### src/rtl/vmt_pkg.sv
// ----------------------------------------------------------------------------
// vmt_pkg: virtio-mmio transport register file definitions
// Transaction payload types, opcodes, window layout and status bits shared by
// the register file and its top level.
// ----------------------------------------------------------------------------
package vmt_pkg;

  // Request opcodes
  localparam logic [1:0] OpRead       = 2'd0;
  localparam logic [1:0] OpWrite      = 2'd1;
  localparam logic [1:0] OpCompletion = 2'd2;

  // Window layout
  localparam int unsigned DeviceCount    = 2;
  localparam int unsigned QueueSizeLimit = 64;
  localparam int unsigned WinSize        = 'h200;
  localparam logic [63:0] WindowBase     = 64'hD000_0000;
  localparam logic [63:0] WindowSpan     = 64'(WinSize * DeviceCount);
  localparam logic [8:0]  CfgStart       = 9'h100;

  // Identity and feature values
  localparam logic [31:0] MagicValue   = 32'h7472_6976;
  localparam logic [31:0] VendorValue  = 32'h554E_4F00;
  localparam logic [31:0] RoFeature    = 32'h0000_0020;
  localparam logic [31:0] Ver1Feature  = 32'h0000_0001;

  // Device status bits
  localparam int unsigned StDriverOkBit   = 2;
  localparam int unsigned StFeaturesOkBit = 3;

  // Configuration port
  localparam int unsigned CfgAddrW      = 4;
  localparam int unsigned CfgDataW      = 64;
  localparam int unsigned DiskSectorsW  = 55;
  localparam logic        RegDiskSectors = 1'b0;

  typedef struct packed {
    logic [1:0]  opcode;
    logic [63:0] address;
    logic [31:0] write_data;
    logic        completion_device;
  } req_t;

  typedef struct packed {
    logic        handled;
    logic [31:0] read_data;
    logic        notify_valid;
    logic        notify_device;
    logic        notify_queue;
    logic [6:0]  notify_queue_size;
    logic [63:0] notify_desc_addr;
    logic [63:0] notify_avail_addr;
    logic [63:0] notify_used_addr;
    logic        irq_line_console;
    logic        irq_line_block;
  } rsp_t;

endpackage

### src/rtl/vmt_regfile.sv
// ----------------------------------------------------------------------------
// vmt_regfile: per-device and per-queue transport registers
// Decodes one registered request against the device windows, forms its
// response and updates the register state when the request is taken.
// ----------------------------------------------------------------------------
module vmt_regfile (
  input  logic                                 clk_i,
  input  logic                                 rst_ni,
  input  logic                                 fire_i,
  input  vmt_pkg::req_t                        req_i,
  input  logic [vmt_pkg::DiskSectorsW-1:0]     disk_sectors_i,
  output vmt_pkg::rsp_t                        rsp_o
);

  localparam logic [8:0] OffMagic      = 9'h000;
  localparam logic [8:0] OffVersion    = 9'h004;
  localparam logic [8:0] OffDeviceId   = 9'h008;
  localparam logic [8:0] OffVendorId   = 9'h00C;
  localparam logic [8:0] OffDevFeat    = 9'h010;
  localparam logic [8:0] OffDevFeatSel = 9'h014;
  localparam logic [8:0] OffDrvFeat    = 9'h020;
  localparam logic [8:0] OffDrvFeatSel = 9'h024;
  localparam logic [8:0] OffQueueSel   = 9'h030;
  localparam logic [8:0] OffQueueMax   = 9'h034;
  localparam logic [8:0] OffQueueNum   = 9'h038;
  localparam logic [8:0] OffQueueReady = 9'h044;
  localparam logic [8:0] OffQueueNtfy  = 9'h050;
  localparam logic [8:0] OffIntStatus  = 9'h060;
  localparam logic [8:0] OffIntAck     = 9'h064;
  localparam logic [8:0] OffStatus     = 9'h070;
  localparam logic [8:0] OffDescLo     = 9'h080;
  localparam logic [8:0] OffDescHi     = 9'h084;
  localparam logic [8:0] OffAvailLo    = 9'h090;
  localparam logic [8:0] OffAvailHi    = 9'h094;
  localparam logic [8:0] OffUsedLo     = 9'h0A0;
  localparam logic [8:0] OffUsedHi     = 9'h0A4;
  localparam logic [8:0] OffCapLo      = 9'h100;
  localparam logic [8:0] OffCapHi      = 9'h104;

  logic [31:0] status_q    [2];
  logic [31:0] status_d    [2];
  logic [31:0] int_stat_q  [2];
  logic [31:0] int_stat_d  [2];
  logic        ver1_q      [2];
  logic        ver1_d      [2];
  logic        offer_hi_q  [2];
  logic        offer_hi_d  [2];
  logic        accept_hi_q [2];
  logic        accept_hi_d [2];
  logic        qsel_q      [2];
  logic        qsel_d      [2];
  logic [6:0]  entries_q   [4];
  logic [6:0]  entries_d   [4];
  logic [31:0] ready_q     [4];
  logic [31:0] ready_d     [4];
  logic [63:0] desc_q      [4];
  logic [63:0] desc_d      [4];
  logic [63:0] avail_q     [4];
  logic [63:0] avail_d     [4];
  logic [63:0] used_q      [4];
  logic [63:0] used_d      [4];

  logic [63:0] rel;
  logic        in_win;
  logic        dev;
  logic [8:0]  off;
  logic [1:0]  qi;
  logic [1:0]  nq;
  logic [31:0] wdata;
  logic [31:0] new_status;
  logic [31:0] rd_data;

  assign rel    = req_i.address - vmt_pkg::WindowBase;
  assign in_win = (req_i.address >= vmt_pkg::WindowBase) && (rel < vmt_pkg::WindowSpan);
  assign dev    = rel[9];
  assign off    = rel[8:0];
  assign qi     = {dev, qsel_q[dev]};
  assign nq     = {dev, req_i.write_data[0]};
  assign wdata  = req_i.write_data;

  // Register read mux
  always_comb begin
    rd_data = '0;
    if (off >= vmt_pkg::CfgStart) begin
      if (dev) begin
        if (off == OffCapLo) begin
          rd_data = disk_sectors_i[31:0];
        end else if (off == OffCapHi) begin
          rd_data = 32'(disk_sectors_i[vmt_pkg::DiskSectorsW-1:32]);
        end
      end
    end else begin
      unique case (off)
        OffMagic:      rd_data = vmt_pkg::MagicValue;
        OffVersion:    rd_data = 32'd2;
        OffDeviceId:   rd_data = dev ? 32'd2 : 32'd3;
        OffVendorId:   rd_data = vmt_pkg::VendorValue;
        OffDevFeat: begin
          if (offer_hi_q[dev]) begin
            rd_data = vmt_pkg::Ver1Feature;
          end else begin
            rd_data = dev ? vmt_pkg::RoFeature : 32'd0;
          end
        end
        OffQueueMax:   rd_data = 32'(vmt_pkg::QueueSizeLimit);
        OffQueueReady: rd_data = ready_q[qi];
        OffIntStatus:  rd_data = int_stat_q[dev];
        OffStatus:     rd_data = status_q[dev];
        default:       rd_data = '0;
      endcase
    end
  end

  // Drop the features-accepted status bit unless VERSION_1 was accepted
  always_comb begin
    new_status = wdata;
    if (wdata[vmt_pkg::StFeaturesOkBit] && !ver1_q[dev]) begin
      new_status[vmt_pkg::StFeaturesOkBit] = 1'b0;
    end
  end

  always_comb begin
    rsp_o       = '0;
    status_d    = status_q;
    int_stat_d  = int_stat_q;
    ver1_d      = ver1_q;
    offer_hi_d  = offer_hi_q;
    accept_hi_d = accept_hi_q;
    qsel_d      = qsel_q;
    entries_d   = entries_q;
    ready_d     = ready_q;
    desc_d      = desc_q;
    avail_d     = avail_q;
    used_d      = used_q;

    if (req_i.opcode == vmt_pkg::OpCompletion) begin
      rsp_o.handled = 1'b1;
      if (int'(req_i.completion_device) < vmt_pkg::DeviceCount) begin
        int_stat_d[req_i.completion_device][0] = 1'b1;
      end
    end else if ((req_i.opcode == vmt_pkg::OpRead || req_i.opcode == vmt_pkg::OpWrite)
                 && in_win) begin
      rsp_o.handled = 1'b1;
      if (req_i.opcode == vmt_pkg::OpRead) begin
        rsp_o.read_data = rd_data;
      end else if (off < vmt_pkg::CfgStart) begin
        unique case (off)
          OffDevFeatSel: offer_hi_d[dev]  = (wdata != '0);
          OffDrvFeatSel: accept_hi_d[dev] = (wdata != '0);
          OffDrvFeat: begin
            if (accept_hi_q[dev]) begin
              ver1_d[dev] = wdata[0];
            end
          end
          OffQueueSel: qsel_d[dev] = (wdata < 32'd2) ? wdata[0] : 1'b0;
          OffQueueNum: begin
            entries_d[qi] = (wdata > 32'(vmt_pkg::QueueSizeLimit))
                          ? 7'(vmt_pkg::QueueSizeLimit) : wdata[6:0];
          end
          OffQueueReady: ready_d[qi] = wdata;
          OffQueueNtfy: begin
            if (wdata < 32'd2 && entries_q[nq] != '0) begin
              rsp_o.notify_valid      = 1'b1;
              rsp_o.notify_device     = dev;
              rsp_o.notify_queue      = wdata[0];
              rsp_o.notify_queue_size = entries_q[nq];
              rsp_o.notify_desc_addr  = desc_q[nq];
              rsp_o.notify_avail_addr = avail_q[nq];
              rsp_o.notify_used_addr  = used_q[nq];
            end
          end
          OffIntAck: int_stat_d[dev] = int_stat_q[dev] & ~wdata;
          OffStatus: begin
            status_d[dev] = new_status;
            // Reset the device: clear its queues, interrupts and features
            if (new_status == '0) begin
              for (int q = 0; q < 4; q++) begin
                if (q[1] == dev) begin
                  entries_d[q] = '0;
                  ready_d[q]   = '0;
                  desc_d[q]    = '0;
                  avail_d[q]   = '0;
                  used_d[q]    = '0;
                end
              end
              int_stat_d[dev] = '0;
              ver1_d[dev]     = 1'b0;
            end
          end
          OffDescLo:  desc_d[qi][31:0]   = wdata;
          OffDescHi:  desc_d[qi][63:32]  = wdata;
          OffAvailLo: avail_d[qi][31:0]  = wdata;
          OffAvailHi: avail_d[qi][63:32] = wdata;
          OffUsedLo:  used_d[qi][31:0]   = wdata;
          OffUsedHi:  used_d[qi][63:32]  = wdata;
          default: ;
        endcase
      end
    end

    // Interrupt levels after this transaction's update
    rsp_o.irq_line_console = (0 < vmt_pkg::DeviceCount) && (int_stat_d[0] != '0)
                           && status_d[0][vmt_pkg::StDriverOkBit];
    rsp_o.irq_line_block   = (1 < vmt_pkg::DeviceCount) && (int_stat_d[1] != '0)
                           && status_d[1][vmt_pkg::StDriverOkBit];
  end

  always_ff @(posedge clk_i or negedge rst_ni) begin
    if (!rst_ni) begin
      for (int d = 0; d < 2; d++) begin
        status_q[d]    <= '0;
        int_stat_q[d]  <= '0;
        ver1_q[d]      <= 1'b0;
        offer_hi_q[d]  <= 1'b0;
        accept_hi_q[d] <= 1'b0;
        qsel_q[d]      <= 1'b0;
      end
      for (int q = 0; q < 4; q++) begin
        entries_q[q] <= '0;
        ready_q[q]   <= '0;
        desc_q[q]    <= '0;
        avail_q[q]   <= '0;
        used_q[q]    <= '0;
      end
    end else if (fire_i) begin
      status_q    <= status_d;
      int_stat_q  <= int_stat_d;
      ver1_q      <= ver1_d;
      offer_hi_q  <= offer_hi_d;
      accept_hi_q <= accept_hi_d;
      qsel_q      <= qsel_d;
      entries_q   <= entries_d;
      ready_q     <= ready_d;
      desc_q      <= desc_d;
      avail_q     <= avail_d;
      used_q      <= used_d;
    end
  end

`ifndef SYNTH
  a_entries_limit: assert property (@(posedge clk_i) disable iff (!rst_ni)
    entries_q[0] <= 7'(vmt_pkg::QueueSizeLimit) && entries_q[1] <= 7'(vmt_pkg::QueueSizeLimit)
    && entries_q[2] <= 7'(vmt_pkg::QueueSizeLimit)
    && entries_q[3] <= 7'(vmt_pkg::QueueSizeLimit))
    else $error("queue size above limit");

  a_notify_size: assert property (@(posedge clk_i) disable iff (!rst_ni)
    fire_i && rsp_o.notify_valid |-> rsp_o.notify_queue_size != '0)
    else $error("notify for an empty queue");

  a_unhandled_quiet: assert property (@(posedge clk_i) disable iff (!rst_ni)
    fire_i && !rsp_o.handled |-> rsp_o.read_data == '0 && !rsp_o.notify_valid)
    else $error("unhandled transaction carries data");

  a_irq_console_state: assert property (@(posedge clk_i) disable iff (!rst_ni)
    fire_i && rsp_o.irq_line_console |=>
      int_stat_q[0] != '0 && status_q[0][vmt_pkg::StDriverOkBit])
    else $error("console interrupt level disagrees with state");
`endif

endmodule

### src/rtl/virtio_mmio_transport_regs_unit.sv
// ----------------------------------------------------------------------------
// virtio_mmio_transport_regs_unit: virtio-mmio transport register block
// Version-2 transport registers for a console and a read-only block disk.
// ----------------------------------------------------------------------------
// Usage:
//   Requests (read, write, completion) arrive on the in_* valid/ready channel
//   and each produces exactly one response on the out_* channel, carrying
//   read data, a doorbell event and both interrupt levels.
//   A request is captured in an input register, decoded and applied to the
//   register state as it moves on, and its response lands in the output
//   register.
//   Throughput is one transaction per cycle while the receiver takes responses;
//   the single decode-and-update stage between the input and output registers
//   sets that figure. When the receiver stalls, the response holds and the
//   input register holds one more request; in_ready_o drops only when both are full.
//   The disk capacity is written over the APB port (64-bit data, paddr[3] = 0);
//   the user writes it only while no transaction is in flight (not enforced).
//   Reset clears all transport registers, both valid flags and the capacity.
// ----------------------------------------------------------------------------
module virtio_mmio_transport_regs_unit (
  input  logic                              clk_i,
  input  logic                              rst_ni,
  input  logic                              in_valid_i,
  output logic                              in_ready_o,
  input  vmt_pkg::req_t                     in_data_i,
  output logic                              out_valid_o,
  input  logic                              out_ready_i,
  output vmt_pkg::rsp_t                     out_data_o,
  input  logic                              psel,
  input  logic                              penable,
  input  logic                              pwrite,
  input  logic [vmt_pkg::CfgAddrW-1:0]      paddr,
  input  logic [vmt_pkg::CfgDataW-1:0]      pwdata,
  output logic [vmt_pkg::CfgDataW-1:0]      prdata,
  output logic                              pready
);

  logic                              req_valid_q;
  vmt_pkg::req_t                     req_q;
  logic                              out_valid_q;
  vmt_pkg::rsp_t                     out_q;
  vmt_pkg::rsp_t                     rsp;
  logic [vmt_pkg::DiskSectorsW-1:0]  disk_sectors_q;
  logic                              advance;
  logic                              fire;
  logic                              cfg_hit;

  assign advance    = !out_valid_q || out_ready_i;
  assign fire       = req_valid_q && advance;
  assign in_ready_o = !req_valid_q || advance;

  assign out_valid_o = out_valid_q;
  assign out_data_o  = out_q;

  assign pready  = 1'b1;
  assign cfg_hit = (paddr[3] == vmt_pkg::RegDiskSectors);
  assign prdata  = cfg_hit ? vmt_pkg::CfgDataW'(disk_sectors_q) : '0;

  vmt_regfile u_regfile (
    .clk_i          (clk_i),
    .rst_ni         (rst_ni),
    .fire_i         (fire),
    .req_i          (req_q),
    .disk_sectors_i (disk_sectors_q),
    .rsp_o          (rsp)
  );

  always_ff @(posedge clk_i or negedge rst_ni) begin
    if (!rst_ni) begin
      req_valid_q    <= 1'b0;
      out_valid_q    <= 1'b0;
      disk_sectors_q <= '0;
    end else begin
      if (in_valid_i && in_ready_o) begin
        req_valid_q <= 1'b1;
      end else if (fire) begin
        req_valid_q <= 1'b0;
      end
      if (fire) begin
        out_valid_q <= 1'b1;
      end else if (out_ready_i) begin
        out_valid_q <= 1'b0;
      end
      if (psel && penable && pwrite && pready && cfg_hit) begin
        disk_sectors_q <= pwdata[vmt_pkg::DiskSectorsW-1:0];
      end
    end
  end

  // Payload registers: load on transaction, hold otherwise
  always_ff @(posedge clk_i) begin
    if (in_valid_i && in_ready_o) begin
      req_q <= in_data_i;
    end
    if (fire) begin
      out_q <= rsp;
    end
  end

endmodule
### config.mk
export PLATFORM = sky130hd
export DESIGN_NAME = virtio_mmio_transport_regs_unit
export DESIGN_NICKNAME = d
export VERILOG_FILES = /design/src/rtl/vmt_pkg.sv /design/src/rtl/vmt_regfile.sv /design/src/rtl/virtio_mmio_transport_regs_unit.sv
export SDC_FILE = /design/constraint.sdc
export NUM_CORES = 2
export LEC_CHECK = 0
export ABC_AREA = 1
export ABC_CLOCK_PERIOD_IN_PS = 18240
export BUFFER_PORTS_ARGS = -buffer_cell sky130_fd_sc_hd__buf_2
export CELL_PAD_IN_SITES_DETAIL_PLACEMENT = 0
export CELL_PAD_IN_SITES_GLOBAL_PLACEMENT = 1
export CORE_UTILIZATION = 50
export CTS_CLUSTER_SIZE = 10
export DETAILED_ROUTE_END_ITERATION = 10
export PLACE_DENSITY = 0.95
export SYNTH_ARGS = -nofsm -noshare
export SYNTH_HDL_FRONTEND = slang
export SYNTH_SLANG_ARGS = --single-unit
### constraint.sdc
create_clock -name clk_i -period 18.24 [get_ports clk_i]
set_input_delay 3.648 -clock clk_i [delete_from_list [all_inputs] [get_ports clk_i]]
set_output_delay 3.648 -clock clk_i [all_outputs]
set_load 0.03 [all_outputs]
==> flow_metrics.env <==
export IMPL_min_period_ns=8.35
export IMPL_fill_cells=12697
export IMPL_synth_warning_count=0
export IMPL_vias=70189
export IMPL_wl_per_cell_um=28.1
export IMPL_power_density_nw_per_um2=99.0
export IMPL_io_buffers=455
export IMPL_path_clk_slew_ns=0.06
export IMPL_root_buffer="clkbuf_16"
export IMPL_max_slew_margin_rel_pct=5.53
export IMPL_cts_buffers=169
export IMPL_hold_buffers=0
export IMPL_cts_tree="done"
export IMPL_grt_pass1_wl_um=438000
export IMPL_setup_viol=0
export IMPL_synthToLayoutAreaGrowth_pct=11.7
export IMPL_crit_buf_inv=2
export IMPL_firstDrtPassIters=9
export IMPL_clk_path_buf_depth=3
export IMPL_grt_ovfl_total=0
export IMPL_fmax_ghz=0.120
export IMPL_antenna_found_initial=34
export IMPL_skew_ns=0.0647
export IMPL_critPathCaptureType="output port"
export IMPL_core_rowCount=139
export IMPL_core_um2=143000
export IMPL_worst_slew_pin_slew_ns=1.42
export IMPL_leakagePower_nw=34.3
export IMPL_critPathTopFamily="buffers and inverters"
export IMPL_yosysSeqAreaShare_pct=52.6
export IMPL_synth_top_cell_by_area="dfrtp_1"
export IMPL_drc=0
export IMPL_nets=8898
export IMPL_slowest_delay_ns=0.69
export IMPL_holdCritPathClass="flip-flop to flip-flop"
export IMPL_io_pins=478
export IMPL_die_width_um=382
export IMPL_r2r_start="req_q[16]"
export IMPL_syn_inst=8650
export IMPL_grt_max_degree=192
export IMPL_tns_ns=0
export IMPL_cts_sinks=1453
export IMPL_synth_top_area_share_pct=38.7
export IMPL_syn_avg_cell_area_um2=8.36
export IMPL_report_power_total_w=0.00800
export IMPL_grt_pass1_vias=63508
export IMPL_finalCritPeriodShare_pct=45.8
export IMPL_die_height_um=382
export IMPL_final_hold_viol_count=0
export IMPL_cp_slowest_cell="buf_2"
export IMPL_start_util_pct=50.4
export IMPL_whs_ns=0.482
export IMPL_drt_initial_drc_count=11854
export IMPL_worstHoldStart="u_regfile.status_q[37]"
export IMPL_wl_um=302000
export IMPL_place_hpwl_um=186000
export IMPL_die_area_um2=146000
export IMPL_cp_required_ns=14.59
export IMPL_cts_resized=0
export IMPL_layout_drive_gt1_share_pct=9.70
export IMPL_crit_type="input port to output port"
export IMPL_slew_viol_final=0
export IMPL_worstPathArrival_ns=4.70
export IMPL_irDropWorstVdd_mv=0.110
export IMPL_rsz0062_at_grt="no"
export IMPL_critPathMaxFanout=56
export IMPL_ys_seq_elements=1453
export IMPL_cts_htree_levels=4
export IMPL_post_cts_buffers=0
export IMPL_insertion_delay_ns=0.86
export IMPL_place_congestion=0.953
export IMPL_status="completed"
export IMPL_synth_area_leaders="dfrtp_1 (39%), edfxtp_1 (14%), nand2_1 (13%)"
export IMPL_syn_area_um2=72300
export IMPL_routed_via_density=6.53
export IMPL_yosysUniqueCellTypes=49
export IMPL_worstPathCellList="buf_2 > nor2_1 > buf_2"
export IMPL_crit_path_frequent_cell="buf_2"
export IMPL_grt_use_total_pct=40.4
export IMPL_start_kind="input port"
export IMPL_startpoint="paddr[3]"
export IMPL_detail_route_antenna_nets=0
export IMPL_cap_violations=0
==> report_power, final <==
part	internal (W)	total [W]	switching, W
clock network	0.00178	0.00319	0.00142
logic	0.000268	0.00114	0.000871
registers	0.00351	0.00366	0.000157
total	0.00555	0.00800	0.00245
==> cell families (layout without fill, tap and decap cells) <==
group,Yosys count,count (layout),share of synthesized area [%]
other cells,2,26,0.0104
flops,1453,1453,52.6
compound gates,2582,2582,22.4
mux,2,2,0.0277
simple gates,3395,3395,18.4
buf+inv,1216,1386,6.52
==> registers in the layout, indices dropped and copies added, names as in the netlist <==
| register | count |
|---|---|
| out_data_o | 237 |
| u_regfile.used_q | 256 |
| req_valid_q | 1 |
| u_regfile.accept_hi_q | 2 |
| u_regfile.ver1_q | 2 |
| u_regfile.qsel_q | 2 |
| out_valid_o | 1 |
| u_regfile.avail_q | 256 |
| u_regfile.ready_q | 128 |
| u_regfile.offer_hi_q | 2 |
| req_q | 99 |
| disk_sectors_q | 55 |
| u_regfile.entries_q | 28 |
| u_regfile.int_stat_q | 64 |
| u_regfile.status_q | 64 |
| u_regfile.desc_q | 256 |
==> final cells by class <==
| cell class | instances | area, µm² | share of cell area, % |
|---|---|---|---|
| Clock inverter | 25 | 452 | 0.559 |
| Tap cell | 1903 | 2380 | 2.95 |
| Sequential cell | 1453 | 38000 | 47.1 |
| Clock buffer | 250 | 4620 | 5.73 |
| Multi-Input combinational cell | 5989 | 29800 | 36.9 |
| Antenna cell | 16 | 40.0 | 0.0496 |
| Inverter | 517 | 1970 | 2.44 |
| Timing Repair Buffer | 594 | 3430 | 4.25 |
==> cells in the final DEF (no fill, tap or decap), drive strengths merged, types with 24 or more instances in the layout <==
| master | synthesis | routed |
|---|---|---|
| nor2 | 555 | 555 |
| a32o | 105 | 105 |
| buf | 121 | 594 |
| a221oi | 210 | 210 |
| clkbuf | 578 | 250 |
| nand4 | 24 | 24 |
| nand2 | 2509 | 2509 |
| a31oi | 31 | 31 |
| o21ai | 947 | 947 |
| dfrtp | 1117 | 1117 |
| a21oi | 571 | 571 |
| edfxtp | 336 | 336 |
| clkinv | 6 | 26 |
| o211ai | 444 | 444 |
| o2111ai | 85 | 85 |
| o22ai | 27 | 27 |
| o31ai | 110 | 110 |
| inv | 511 | 515 |
| nand3 | 270 | 270 |
==> tightest hold or removal path, delay by kind of cell (launching register included) <==
family,cells,cell delay (ns)
flops,1,0.34
simple gates,1,0.05
compound gates,1,0.06
==> per-layer routing <==
metal  part of all wire [%]  GRT usage (%)
met3                     13           12.3
met1                     37           53.3
met2                     41           55.9
met4                    8.8           30.2
met5                  0.086              0
==> path summary, 6_finish.rpt <==
kind                                            end  slack [ns]  cells past startpoint
max in group asynchronous    u_regfile.avail_q[111]       12.68                      3
hold reg to reg              u_regfile.status_q[37]        0.48                      2
min in group asynchronous  u_regfile.int_stat_q[35]        2.89                      1
hold / removal               u_regfile.status_q[37]        0.48                      2
setup reg to reg                    out_data_o[179]       11.15                     14
setup / recovery                         prdata[16]        9.89                      3
==> cells in the mapped netlist (all sizes together) <==
| cell | count |
|---|---|
| nand4 | 24 |
| conb | 2 |
| nor4 | 8 |
| o32ai | 1 |
| edfxtp | 336 |
| o31ai | 110 |
| nand2 | 2509 |
| a31oi | 31 |
| clkinv | 6 |
| clkbuf | 578 |
| nor3 | 22 |
| a221oi | 210 |
| o211ai | 444 |
| dfrtp | 1117 |
| a22o | 18 |
| o2111ai | 85 |
| buf | 121 |
| o2111a | 1 |
| o21ai | 947 |
| o221ai | 2 |
| and2 | 3 |
| nand3 | 270 |
| a32o | 105 |
| a21oi | 571 |
| o21bai | 1 |
| a2111oi | 7 |
| o22ai | 27 |
| or2 | 1 |
| o41ai | 5 |
| nand3b | 3 |
| nor2 | 555 |
| a211oi | 13 |
| a21boi | 4 |
| mux2i | 2 |
| inv | 511 |
==> through the flow <==
stage	instances	cell area (µm²)	worst slack, ns	utilization (%)
5_1_grt	10733	80700	9.80	56.3
3_5_place_dp	10456	75600	9.90	52.7
3_3_place_gp	10456	75600	9.98	52.7
6_report	10747	80700	9.89	56.3
4_1_cts	10731	80700	9.90	56.2
2_1_floorplan	8658	72300	6.53	-
Power figures use the tool's default switching activity.
